===== config.mk =====
export PLATFORM = sky130hd
export DESIGN_NAME = nearest_neighbor_track_association_core
export DESIGN_NICKNAME = d
export VERILOG_FILES = /design/src/rtl/nnta_pkg.sv /design/src/rtl/nnta_ctrl.sv /design/src/rtl/nnta_datapath.sv /design/src/rtl/nearest_neighbor_track_association_core.sv
export SDC_FILE = /design/constraint.sdc
export NUM_CORES = 2
export LEC_CHECK = 0
export BUFFER_PORTS_ARGS = -buffer_cell sky130_fd_sc_hd__buf_2
export CAP_MARGIN = 20
export CORE_UTILIZATION = 57
export DETAILED_ROUTE_END_ITERATION = 7
export GPL_ROUTABILITY_DRIVEN = 0
export GPL_TIMING_DRIVEN = 0
export PLACE_DENSITY = 0.81
export REMOVE_ABC_BUFFERS = 1
export SLEW_MARGIN = 5
export SYNTH_ARGS = -nofsm -noshare
export SYNTH_HDL_FRONTEND = slang
export SYNTH_SLANG_ARGS = --single-unit

===== constraint.sdc =====
create_clock -name clk -period 5.8 [get_ports clk]
set_input_delay 0.29 -clock clk [delete_from_list [all_inputs] [get_ports clk]]
set_output_delay 0.29 -clock clk [all_outputs]
set_load 0.005 [all_outputs]

===== src/rtl/nnta_pkg.sv =====
// Shared types and constants for the nearest-neighbor track association block.
// Used by nnta_ctrl, nnta_datapath and nearest_neighbor_track_association_core.
// No dependencies.
package nnta_pkg;

    // Track table size and derived index width
    localparam int MAX_TRACKS = 32;
    localparam int SLOT_W     = $clog2(MAX_TRACKS);

    // Field widths
    localparam int COORD_W = 16;
    localparam int IDENT_W = 16;
    localparam int AGE_W   = 16;
    localparam int LOST_W  = 6;
    localparam int CNT_W   = 6;
    localparam int GATE_W  = 16;
    localparam int CFG_W   = 16;
    localparam int SQ_W    = 2 * COORD_W;
    localparam int DIST_W  = SQ_W + 1 - 8;

    // Saturation limits and register reset values
    localparam logic [AGE_W-1:0]  AGE_MAX        = '1;
    localparam logic [LOST_W-1:0] LOST_MAX       = '1;
    localparam logic [GATE_W-1:0] GATE_RESET     = GATE_W'(15 * 15);
    localparam logic [LOST_W-1:0] LOST_LIM_RESET = LOST_W'(50);

    // Configuration register indexes
    typedef enum logic [0:0] {
        CFG_GATE_DIST_SQ = 1'b0,
        CFG_LOST_LIMIT   = 1'b1
    } cfg_index_t;

    // Operation codes
    localparam logic OP_CENTER = 1'b0;
    localparam logic OP_EOF    = 1'b1;

    typedef struct packed {
        logic               operation;
        logic [COORD_W-1:0] center_x;
        logic [COORD_W-1:0] center_y;
    } in_item_t;

    typedef struct packed {
        logic [IDENT_W-1:0] track_number;
        logic               is_new;
        logic               dropped;
        logic [AGE_W-1:0]   track_age;
        logic [CNT_W-1:0]   live_count;
        logic [CNT_W-1:0]   removed_count;
    } out_item_t;

    // One entry of the track table memory
    typedef struct packed {
        logic [COORD_W-1:0] x;
        logic [COORD_W-1:0] y;
        logic [IDENT_W-1:0] ident;
        logic [LOST_W-1:0]  lost;
        logic [AGE_W-1:0]   age;
    } slot_word_t;

    typedef enum logic [2:0] {
        ST_IDLE,
        ST_SCAN,
        ST_DRAIN,
        ST_COMMIT,
        ST_DONE
    } state_t;

    // Controller to datapath commands
    typedef struct packed {
        logic              load;
        logic              issue;
        logic              commit;
        logic [SLOT_W-1:0] addr;
    } ctl_cmd_t;

    // Datapath to controller status
    typedef struct packed {
        logic pipe_busy;
    } dp_status_t;

endpackage


===== src/rtl/nnta_ctrl.sv =====
// Controller state machine: sequences the slot scan, drain, commit and result.
// Depends on nnta_pkg.
module nnta_ctrl
(
    input  logic                clk,
    input  logic                rst_n,
    input  logic                start,
    input  nnta_pkg::dp_status_t status,
    output logic                busy,
    output logic                done,
    output nnta_pkg::ctl_cmd_t  cmd
);

    nnta_pkg::state_t               state_reg;
    nnta_pkg::state_t               state_next;
    logic [nnta_pkg::SLOT_W-1:0]    cnt_reg;
    logic [nnta_pkg::SLOT_W-1:0]    cnt_next;
    logic                           scan_last;

    assign scan_last = (cnt_reg == nnta_pkg::SLOT_W'(nnta_pkg::MAX_TRACKS - 1));

    // Next state
    always_comb
    begin
        state_next = state_reg;
        case (state_reg)
            nnta_pkg::ST_IDLE:
            begin
                if (start)
                begin
                    state_next = nnta_pkg::ST_SCAN;
                end
            end
            nnta_pkg::ST_SCAN:
            begin
                if (scan_last)
                begin
                    state_next = nnta_pkg::ST_DRAIN;
                end
            end
            nnta_pkg::ST_DRAIN:
            begin
                if (!status.pipe_busy)
                begin
                    state_next = nnta_pkg::ST_COMMIT;
                end
            end
            nnta_pkg::ST_COMMIT:
            begin
                state_next = nnta_pkg::ST_DONE;
            end
            nnta_pkg::ST_DONE:
            begin
                state_next = nnta_pkg::ST_IDLE;
            end
            default:
            begin
                state_next = nnta_pkg::ST_IDLE;
            end
        endcase
    end

    // Outputs and scan counter
    always_comb
    begin
        busy       = 1'b1;
        done       = 1'b0;
        cmd.load   = 1'b0;
        cmd.issue  = 1'b0;
        cmd.commit = 1'b0;
        cmd.addr   = cnt_reg;
        cnt_next   = cnt_reg;
        case (state_reg)
            nnta_pkg::ST_IDLE:
            begin
                busy     = 1'b0;
                cmd.load = start;
                cnt_next = '0;
            end
            nnta_pkg::ST_SCAN:
            begin
                cmd.issue = 1'b1;
                cnt_next  = cnt_reg + 1'b1;
            end
            nnta_pkg::ST_DRAIN:
            begin
                cnt_next = '0;
            end
            nnta_pkg::ST_COMMIT:
            begin
                cmd.commit = 1'b1;
            end
            nnta_pkg::ST_DONE:
            begin
                done = 1'b1;
            end
            default:
            begin
                busy = 1'b1;
            end
        endcase
    end

    // Hold state
    always_ff @(posedge clk or negedge rst_n)
    begin
        if (!rst_n)
        begin
            state_reg <= nnta_pkg::ST_IDLE;
            cnt_reg   <= '0;
        end
        else
        begin
            state_reg <= state_next;
            cnt_reg   <= cnt_next;
        end
    end

endmodule


===== src/rtl/nnta_datapath.sv =====
// Datapath: track table memory, distance pipeline, best-match search and commit.
// Depends on nnta_pkg; driven by nnta_ctrl commands.
module nnta_datapath
(
    input  logic                              clk,
    input  logic                              rst_n,
    input  nnta_pkg::ctl_cmd_t                cmd,
    input  nnta_pkg::in_item_t                item,
    input  logic                              cfg_we,
    input  logic                              cfg_index,
    input  logic [nnta_pkg::CFG_W-1:0]        cfg_data,
    output nnta_pkg::dp_status_t              status,
    output nnta_pkg::out_item_t               result
);

    localparam int SLOT_W  = nnta_pkg::SLOT_W;
    localparam int NSLOT   = nnta_pkg::MAX_TRACKS;
    localparam int COORD_W = nnta_pkg::COORD_W;
    localparam int IDENT_W = nnta_pkg::IDENT_W;
    localparam int AGE_W   = nnta_pkg::AGE_W;
    localparam int LOST_W  = nnta_pkg::LOST_W;
    localparam int CNT_W   = nnta_pkg::CNT_W;
    localparam int SQ_W    = nnta_pkg::SQ_W;
    localparam int DIST_W  = nnta_pkg::DIST_W;

    // Configuration registers
    logic [nnta_pkg::GATE_W-1:0] gate_reg;
    logic [LOST_W-1:0]           lost_limit_reg;

    // Latched item
    logic               op_reg;
    logic [COORD_W-1:0] cx_reg;
    logic [COORD_W-1:0] cy_reg;

    // Per-slot flags
    logic [NSLOT-1:0]   valid_reg;
    logic [NSLOT-1:0]   valid_next;
    logic [NSLOT-1:0]   hit_reg;
    logic [NSLOT-1:0]   hit_next;
    logic [IDENT_W-1:0] next_ident_reg;
    logic [IDENT_W-1:0] next_ident_next;

    // Track table memory
    nnta_pkg::slot_word_t slot_mem [NSLOT];
    nnta_pkg::slot_word_t rd_word_reg;
    logic                 mem_we;
    logic [SLOT_W-1:0]    mem_waddr;
    nnta_pkg::slot_word_t mem_wdata;

    // Stage 1: read data
    logic              s1_v_reg;
    logic [SLOT_W-1:0] s1_idx_reg;

    // Stage 2: absolute differences
    logic               s2_v_reg;
    logic [SLOT_W-1:0]  s2_idx_reg;
    logic [COORD_W-1:0] dx_reg;
    logic [COORD_W-1:0] dy_reg;
    logic [IDENT_W-1:0] s2_ident_reg;
    logic [LOST_W-1:0]  s2_lost_reg;
    logic [AGE_W-1:0]   s2_age_reg;

    // Stage 3: squares
    logic               s3_v_reg;
    logic [SLOT_W-1:0]  s3_idx_reg;
    logic [SQ_W-1:0]    sqx_reg;
    logic [SQ_W-1:0]    sqy_reg;
    logic [IDENT_W-1:0] s3_ident_reg;
    logic [LOST_W-1:0]  s3_lost_reg;
    logic [AGE_W-1:0]   s3_age_reg;

    // Stage 4: distance, gate and age key
    logic               s4_v_reg;
    logic [SLOT_W-1:0]  s4_idx_reg;
    logic [DIST_W-1:0]  dist_reg;
    logic               in_gate_reg;
    logic [IDENT_W-1:0] old_reg;
    logic [IDENT_W-1:0] s4_ident_reg;
    logic [LOST_W-1:0]  s4_lost_reg;
    logic [AGE_W-1:0]   s4_age_reg;

    // Best match and first free slot
    logic               best_found_reg;
    logic [SLOT_W-1:0]  best_idx_reg;
    logic [DIST_W-1:0]  best_dist_reg;
    logic [IDENT_W-1:0] best_old_reg;
    logic [IDENT_W-1:0] best_ident_reg;
    logic [LOST_W-1:0]  best_lost_reg;
    logic [AGE_W-1:0]   best_age_reg;
    logic               free_found_reg;
    logic [SLOT_W-1:0]  free_idx_reg;

    // End-of-frame counters
    logic [CNT_W-1:0] live_cnt_reg;
    logic [CNT_W-1:0] removed_cnt_reg;

    nnta_pkg::out_item_t result_reg;
    nnta_pkg::out_item_t result_next;

    // Stage 1 decode
    logic              s1_valid_slot;
    logic              s1_center;
    logic              eof_v;
    logic              eof_unhit;
    logic [LOST_W-1:0] lost_inc;
    logic              eof_remove;

    // Distance and best compare
    logic [SQ_W:0]      sq_sum;
    logic [DIST_W-1:0]  dist_w;
    logic               take;
    logic [AGE_W-1:0]   best_age_inc;
    logic [IDENT_W-1:0] new_ident;

    assign status.pipe_busy = s1_v_reg | s2_v_reg | s3_v_reg | s4_v_reg;
    assign result           = result_reg;

    assign s1_valid_slot = valid_reg[s1_idx_reg];
    assign s1_center     = s1_v_reg && (op_reg == nnta_pkg::OP_CENTER);
    assign eof_v         = s1_v_reg && (op_reg == nnta_pkg::OP_EOF) && s1_valid_slot;
    assign eof_unhit     = !hit_reg[s1_idx_reg];
    assign lost_inc      = (rd_word_reg.lost == nnta_pkg::LOST_MAX) ? rd_word_reg.lost
                                                                    : rd_word_reg.lost + 1'b1;
    assign eof_remove    = eof_unhit && (lost_inc > lost_limit_reg);

    assign sq_sum = {1'b0, sqx_reg} + {1'b0, sqy_reg};
    assign dist_w = sq_sum[SQ_W:8];

    assign take = s4_v_reg && in_gate_reg
                  && (!best_found_reg || (dist_reg < best_dist_reg)
                      || ((dist_reg == best_dist_reg) && (old_reg > best_old_reg)));

    assign best_age_inc = (best_age_reg == nnta_pkg::AGE_MAX) ? best_age_reg
                                                              : best_age_reg + 1'b1;
    assign new_ident    = next_ident_reg + 1'b1;

    // Memory write select, slot flags and result
    always_comb
    begin
        mem_we          = 1'b0;
        mem_waddr       = s1_idx_reg;
        mem_wdata       = rd_word_reg;
        valid_next      = valid_reg;
        hit_next        = hit_reg;
        next_ident_next = next_ident_reg;
        result_next     = '0;

        // Advance lost count during the end-of-frame sweep
        if (eof_v && eof_unhit)
        begin
            mem_we         = 1'b1;
            mem_wdata.lost = lost_inc;
            if (eof_remove)
            begin
                valid_next[s1_idx_reg] = 1'b0;
            end
        end

        if (cmd.commit)
        begin
            if (op_reg == nnta_pkg::OP_EOF)
            begin
                hit_next                  = '0;
                result_next.live_count    = live_cnt_reg;
                result_next.removed_count = removed_cnt_reg;
            end
            else if (best_found_reg)
            begin
                mem_we                   = 1'b1;
                mem_waddr                = best_idx_reg;
                mem_wdata.x              = cx_reg;
                mem_wdata.y              = cy_reg;
                mem_wdata.ident          = best_ident_reg;
                mem_wdata.lost           = best_lost_reg;
                mem_wdata.age            = best_age_inc;
                hit_next[best_idx_reg]   = 1'b1;
                result_next.track_number = best_ident_reg;
                result_next.track_age    = best_age_inc;
            end
            else if (free_found_reg)
            begin
                mem_we                   = 1'b1;
                mem_waddr                = free_idx_reg;
                mem_wdata.x              = cx_reg;
                mem_wdata.y              = cy_reg;
                mem_wdata.ident          = new_ident;
                mem_wdata.lost           = '0;
                mem_wdata.age            = '0;
                valid_next[free_idx_reg] = 1'b1;
                hit_next[free_idx_reg]   = 1'b1;
                next_ident_next          = new_ident;
                result_next.track_number = new_ident;
                result_next.is_new       = 1'b1;
            end
            else
            begin
                result_next.dropped = 1'b1;
            end
        end
    end

    // Track table memory: one write port, one registered read port
    always_ff @(posedge clk)
    begin
        if (mem_we)
        begin
            slot_mem[mem_waddr] <= mem_wdata;
        end
        rd_word_reg <= slot_mem[cmd.addr];
    end

    // Configuration, flags and pipeline control
    always_ff @(posedge clk or negedge rst_n)
    begin
        if (!rst_n)
        begin
            gate_reg        <= nnta_pkg::GATE_RESET;
            lost_limit_reg  <= nnta_pkg::LOST_LIM_RESET;
            valid_reg       <= '0;
            hit_reg         <= '0;
            next_ident_reg  <= '0;
            s1_v_reg        <= 1'b0;
            s2_v_reg        <= 1'b0;
            s3_v_reg        <= 1'b0;
            s4_v_reg        <= 1'b0;
            best_found_reg  <= 1'b0;
            free_found_reg  <= 1'b0;
            live_cnt_reg    <= '0;
            removed_cnt_reg <= '0;
        end
        else
        begin
            if (cfg_we)
            begin
                case (cfg_index)
                    nnta_pkg::CFG_GATE_DIST_SQ: gate_reg       <= cfg_data;
                    nnta_pkg::CFG_LOST_LIMIT:   lost_limit_reg <= cfg_data[LOST_W-1:0];
                    default:                    gate_reg       <= gate_reg;
                endcase
            end

            valid_reg      <= valid_next;
            hit_reg        <= hit_next;
            next_ident_reg <= next_ident_next;

            s1_v_reg <= cmd.issue;
            s2_v_reg <= s1_center && s1_valid_slot;
            s3_v_reg <= s2_v_reg;
            s4_v_reg <= s3_v_reg;

            // Clear search state on a new transaction
            if (cmd.load)
            begin
                best_found_reg  <= 1'b0;
                free_found_reg  <= 1'b0;
                live_cnt_reg    <= '0;
                removed_cnt_reg <= '0;
            end
            else
            begin
                if (take)
                begin
                    best_found_reg <= 1'b1;
                end
                if (s1_center && !s1_valid_slot && !free_found_reg)
                begin
                    free_found_reg <= 1'b1;
                end
                if (eof_v && eof_remove)
                begin
                    removed_cnt_reg <= removed_cnt_reg + 1'b1;
                end
                if (eof_v && !eof_remove)
                begin
                    live_cnt_reg <= live_cnt_reg + 1'b1;
                end
            end
        end
    end

    // Payload registers
    always_ff @(posedge clk)
    begin
        // Latch the accepted item
        if (cmd.load)
        begin
            op_reg <= item.operation;
            cx_reg <= item.center_x;
            cy_reg <= item.center_y;
        end

        s1_idx_reg <= cmd.addr;

        // Take absolute differences
        s2_idx_reg   <= s1_idx_reg;
        dx_reg       <= (rd_word_reg.x > cx_reg) ? rd_word_reg.x - cx_reg
                                                 : cx_reg - rd_word_reg.x;
        dy_reg       <= (rd_word_reg.y > cy_reg) ? rd_word_reg.y - cy_reg
                                                 : cy_reg - rd_word_reg.y;
        s2_ident_reg <= rd_word_reg.ident;
        s2_lost_reg  <= rd_word_reg.lost;
        s2_age_reg   <= rd_word_reg.age;

        // Square
        s3_idx_reg   <= s2_idx_reg;
        sqx_reg      <= dx_reg * dx_reg;
        sqy_reg      <= dy_reg * dy_reg;
        s3_ident_reg <= s2_ident_reg;
        s3_lost_reg  <= s2_lost_reg;
        s3_age_reg   <= s2_age_reg;

        // Sum, truncate to whole pixels squared, gate
        s4_idx_reg   <= s3_idx_reg;
        dist_reg     <= dist_w;
        in_gate_reg  <= (dist_w <= DIST_W'(gate_reg));
        old_reg      <= next_ident_reg - s3_ident_reg;
        s4_ident_reg <= s3_ident_reg;
        s4_lost_reg  <= s3_lost_reg;
        s4_age_reg   <= s3_age_reg;

        // Keep the nearest, older track on a tie
        if (take)
        begin
            best_idx_reg   <= s4_idx_reg;
            best_dist_reg  <= dist_reg;
            best_old_reg   <= old_reg;
            best_ident_reg <= s4_ident_reg;
            best_lost_reg  <= s4_lost_reg;
            best_age_reg   <= s4_age_reg;
        end

        // Remember the lowest free slot
        if (s1_center && !s1_valid_slot && !free_found_reg)
        begin
            free_idx_reg <= s1_idx_reg;
        end

        if (cmd.commit)
        begin
            result_reg <= result_next;
        end
    end

endmodule


===== src/rtl/nearest_neighbor_track_association_core.sv =====
// Top level of the nearest-neighbor track association block.
// Depends on nnta_pkg, nnta_ctrl and nnta_datapath.
//
// Usage:
//   Command channel: drive item and raise start; the transaction is taken at a
//   clock edge with start high and busy low. item.operation selects a cluster
//   center (associate with the nearest gated track, or open a new one) or end
//   of frame (raise lost counts, retire unmatched tracks, clear matched marks).
//   Result channel: result is presented for exactly one cycle with done high;
//   the receiver cannot stall, so it must capture result in that cycle.
//   Configuration: cfg_valid/cfg_ready write channel, cfg_index 0 is the gate
//   (squared pixel distance), 1 is the lost limit. cfg_ready is always high;
//   write only while busy is low.
//   Sequence: the track table is a single-read-port memory, so the scan reads
//   one slot per cycle, then the four-stage distance pipeline drains, the
//   winner is written back and the result is shown. busy stays high until done
//   has been shown, so one transaction is in flight at a time: a new item is
//   not taken before the last one is through.
//   Reset: all tracks dropped, id counter cleared, gate 225, lost limit 50.
module nearest_neighbor_track_association_core
(
    input  logic                           clk,
    input  logic                           rst_n,
    input  logic                           start,
    output logic                           busy,
    input  nnta_pkg::in_item_t             item,
    output logic                           done,
    output nnta_pkg::out_item_t            result,
    input  logic                           cfg_valid,
    output logic                           cfg_ready,
    input  logic                           cfg_index,
    input  logic [nnta_pkg::CFG_W-1:0]     cfg_data
);

    nnta_pkg::ctl_cmd_t   cmd;
    nnta_pkg::dp_status_t status;
    logic                 cfg_we;

    // Accept configuration writes in any cycle
    assign cfg_ready = 1'b1;
    assign cfg_we    = cfg_valid & cfg_ready;

    nnta_ctrl u_ctrl
    (
        .clk    (clk),
        .rst_n  (rst_n),
        .start  (start),
        .status (status),
        .busy   (busy),
        .done   (done),
        .cmd    (cmd)
    );

    nnta_datapath u_datapath
    (
        .clk       (clk),
        .rst_n     (rst_n),
        .cmd       (cmd),
        .item      (item),
        .cfg_we    (cfg_we),
        .cfg_index (cfg_index),
        .cfg_data  (cfg_data),
        .status    (status),
        .result    (result)
    );

endmodule

==> results.json <==
{
  "final_antenna_net_count": 0,
  "clk_pin_slew_ns": 0.08,
  "yosysWarnings": 0,
  "yosysMostFrequentCell": "edfxtp_1",
  "cts_sinks": 2874,
  "async_reset_ff_frac": 0.04454,
  "status": "finished, violations left",
  "layout_setup_ws_ns": -0.5723,
  "largest_reg_flops": 2240,
  "path_class": "flop to flop",
  "path_cells": "buf_4 > and2_2 > fa_1 > clkinvlp_4 > fa_2 > inv_1 > fa_1 > fa_1 > fa_2 > ha_1 > ha_1 > and2_4 > a22o_1 > a31oi_4 > o211a_1 > o21bai_1 > a21oi_2 > xnor2_1",
  "seq_area_frac_synth": 0.6587,
  "slew_headroom": 0.06897,
  "cap_viol_max_count": 0,
  "synthFlopType": "edfxtp_1",
  "drc": 0,
  "dieArea_um2": 221000,
  "ctsRootBufferMaster": "clkbuf_16",
  "hp-class": "input pin to flop",
  "ys_top_cells_by_area": "edfxtp_1, mux4_2, dfxtp_1",
  "syn_inst": 7183,
  "drive_gt1_frac": 0.2633,
  "critical_path.max_fanout": 10,
  "vias": 75015,
  "crit_start": "u_datapath.dy_reg[7]",
  "fin_nets": 8574,
  "wl_mm": 377.8,
  "initial_core_util": 0.5747,
  "grt_max_degree": 68,
  "violations": "negative setup slack",
  "required_ns": 6.63,
  "tightest_slew_ns": 1.382,
  "syn_to_final_growth_pct": 16.95,
  "first_pass_iters": 8,
  "min_path_cells": 2,
  "synth-edff-count": 2408,
  "drt_iter0_markers": 11765,
  "max_freq_mhz": 156.9,
  "htreeDepth": 5,
  "fin_crit_ns": 6.372,
  "cp_slowest_cell": "fa_2",
  "setup_viol": 87,
  "placementRows": 171,
  "io_pins": 103,
  "avgViaCountPerCell": 6.892,
  "overflow": 0,
  "grtUsageTotal": 0.3323,
  "synth_top_area_cell": "edfxtp_1",
  "cts_buffers": 289,
  "critical_path.max_stage_delay_ns": 0.82,
  "netlist_area_um2": 124900,
  "finalHoldViolCount": 0,
  "ys_seq_elements": 2874,
  "crit-reg2reg-launch": "u_datapath.dy_reg[7]",
  "grt_pass1_wl_mm": 523.9,
  "min_period_over_period": 1.099,
  "synthDistinctLibCells": 79,
  "antenna_found_initial": 24,
  "worstSetupStartpointType": "flop",
  "wire_per_inst_um": 34.71,
  "cts_tree": "yes",
  "finalClockSkew_ns": 0.07906,
  "rsz0062_at_grt": "true",
  "core_um2": 217400,
  "reg2reg_depth": 18,
  "clock_latency_ns": 0.96,
  "avgSynthCellArea_um2": 17.39,
  "min-delay-start": "item[26]",
  "clockBufferDepth": 4,
  "die_y_um": 470.1,
  "worst_setup_path_end_kind": "flop",
  "die_w_um": 470.1,
  "grt_pass1_vias": 75005,
  "slew_viol_final": 0,
  "yosys-top-cells-count": "edfxtp_1, mux4_2, inv_1",
  "crit_top_cell": "fa_1",
  "hpwl_mm": 199.3,
  "cp_data_arrival_time_ns": 7.20,
  "placement.io_buffers": 101,
  "yosys.area.top_type_share": 0.5789,
  "holdWs_ns": 0.04215
}
## metrics by stage
| step | utilization | setup TNS, ns | worst slack, ns | instances | area [µm²] |
|---|---|---|---|---|---|
| 2_1_floorplan | - | -9243.40 | -16.99 | 6899 | 123800 |
| 3_3_place_gp | 0.5884 | - | -26.63 | 9854 | 127900 |
| 3_5_place_dp | 0.6115 | -1187.87 | -1.447 | 10072 | 132900 |
| 4_1_cts | 0.6663 | -0.9957 | -0.2958 | 10808 | 144800 |
| 5_1_grt | 0.6720 | -11.44 | -0.6308 | 10877 | 146100 |
| 6_report | 0.6721 | -9.446 | -0.5723 | 10884 | 146100 |
## layout make-up
class,instances,area (µm²)
Clock buffer,378,7896
Inverter,681,2584
Multi-Input combinational cell,3344,40490
Clock inverter,125,1210
Timing Repair Buffer,620,7894
Tap cell,2854,3571
Fill cell,12771,71280
Sequential cell,2874,82430
Antenna cell,8,20.02
## path summary, 6_finish.rpt
kind | end | slack, ns
setup / recovery | u_datapath.sqy_reg[31] | -0.57
hold / removal | u_datapath.cx_reg[10] | 0.04
setup reg to reg | u_datapath.sqy_reg[31] | -0.57
hold reg to reg | u_datapath.s4_lost_reg[1] | 0.33
max in group asynchronous | u_datapath.gate_reg[6] | 4.94
min in group asynchronous | u_datapath.live_cnt_reg[2] | 0.49
## worst max-delay path, delay by kind of cell (launching register included)
kind            cells  cell delay, ns
fa+ha+maj           7            3.62
compound gates      5            0.80
buf+inv             3            0.61
simple gates        2            0.54
flops               1            0.41
xor+xnor            1            0.27
## layer usage
layer | vias up | routed length [µm] | GRT usage
li1 | 28465 | - | -
met1 | 37358 | 121800 | 0.4184
met2 | 7325 | 176200 | 0.5204
met3 | 1837 | 52300 | 0.09348
met4 | 30 | 27290 | 0.1899
met5 | - | 261 | 0.0008652
## placed cells by master, fill, tap and decap left out, types with 100 or more instances in the layout
master	synthesis	routed
o21ai_0	220	169
clkbuf_16	0	297
edfxtp_1	2408	2408
ha_1	381	354
a21oi_1	150	131
nand2_1	312	290
buf_2	6	101
inv_1	681	647
mux4_2	716	716
fa_1	329	312
buf_4	2	175
nor2_1	238	189
dfrtp_1	121	115
buf_12	0	124
dfxtp_1	338	304
xnor2_1	112	100
## cell families after synthesis
kind of cell	Yosys count	share of synthesized area
multiplexers	831	0.1392
AO/OA/AOI/OAI	652	0.03215
adder cells (fa/ha/maj)	710	0.09089
AND/OR/NAND/NOR	978	0.03786
XOR/XNOR	172	0.01206
other	1	0.00003002
buffers and inverters	965	0.02912
flip-flops	2874	0.6587
## repair_timing
action | 4_1_cts | 5_1_grt
hold buffers | 85 | 0
pin swaps | 73 | 100
gates resized for setup | 189 | 147
endpoints found under the hold margin | 190 | 0
buffers inserted | 149 | 50
setup endpoints to repair | 2276 | 431
Power is left out: the tool's default activity adds up to more than one toggle a clock period on the data nets, which glitch-free logic cannot reach.
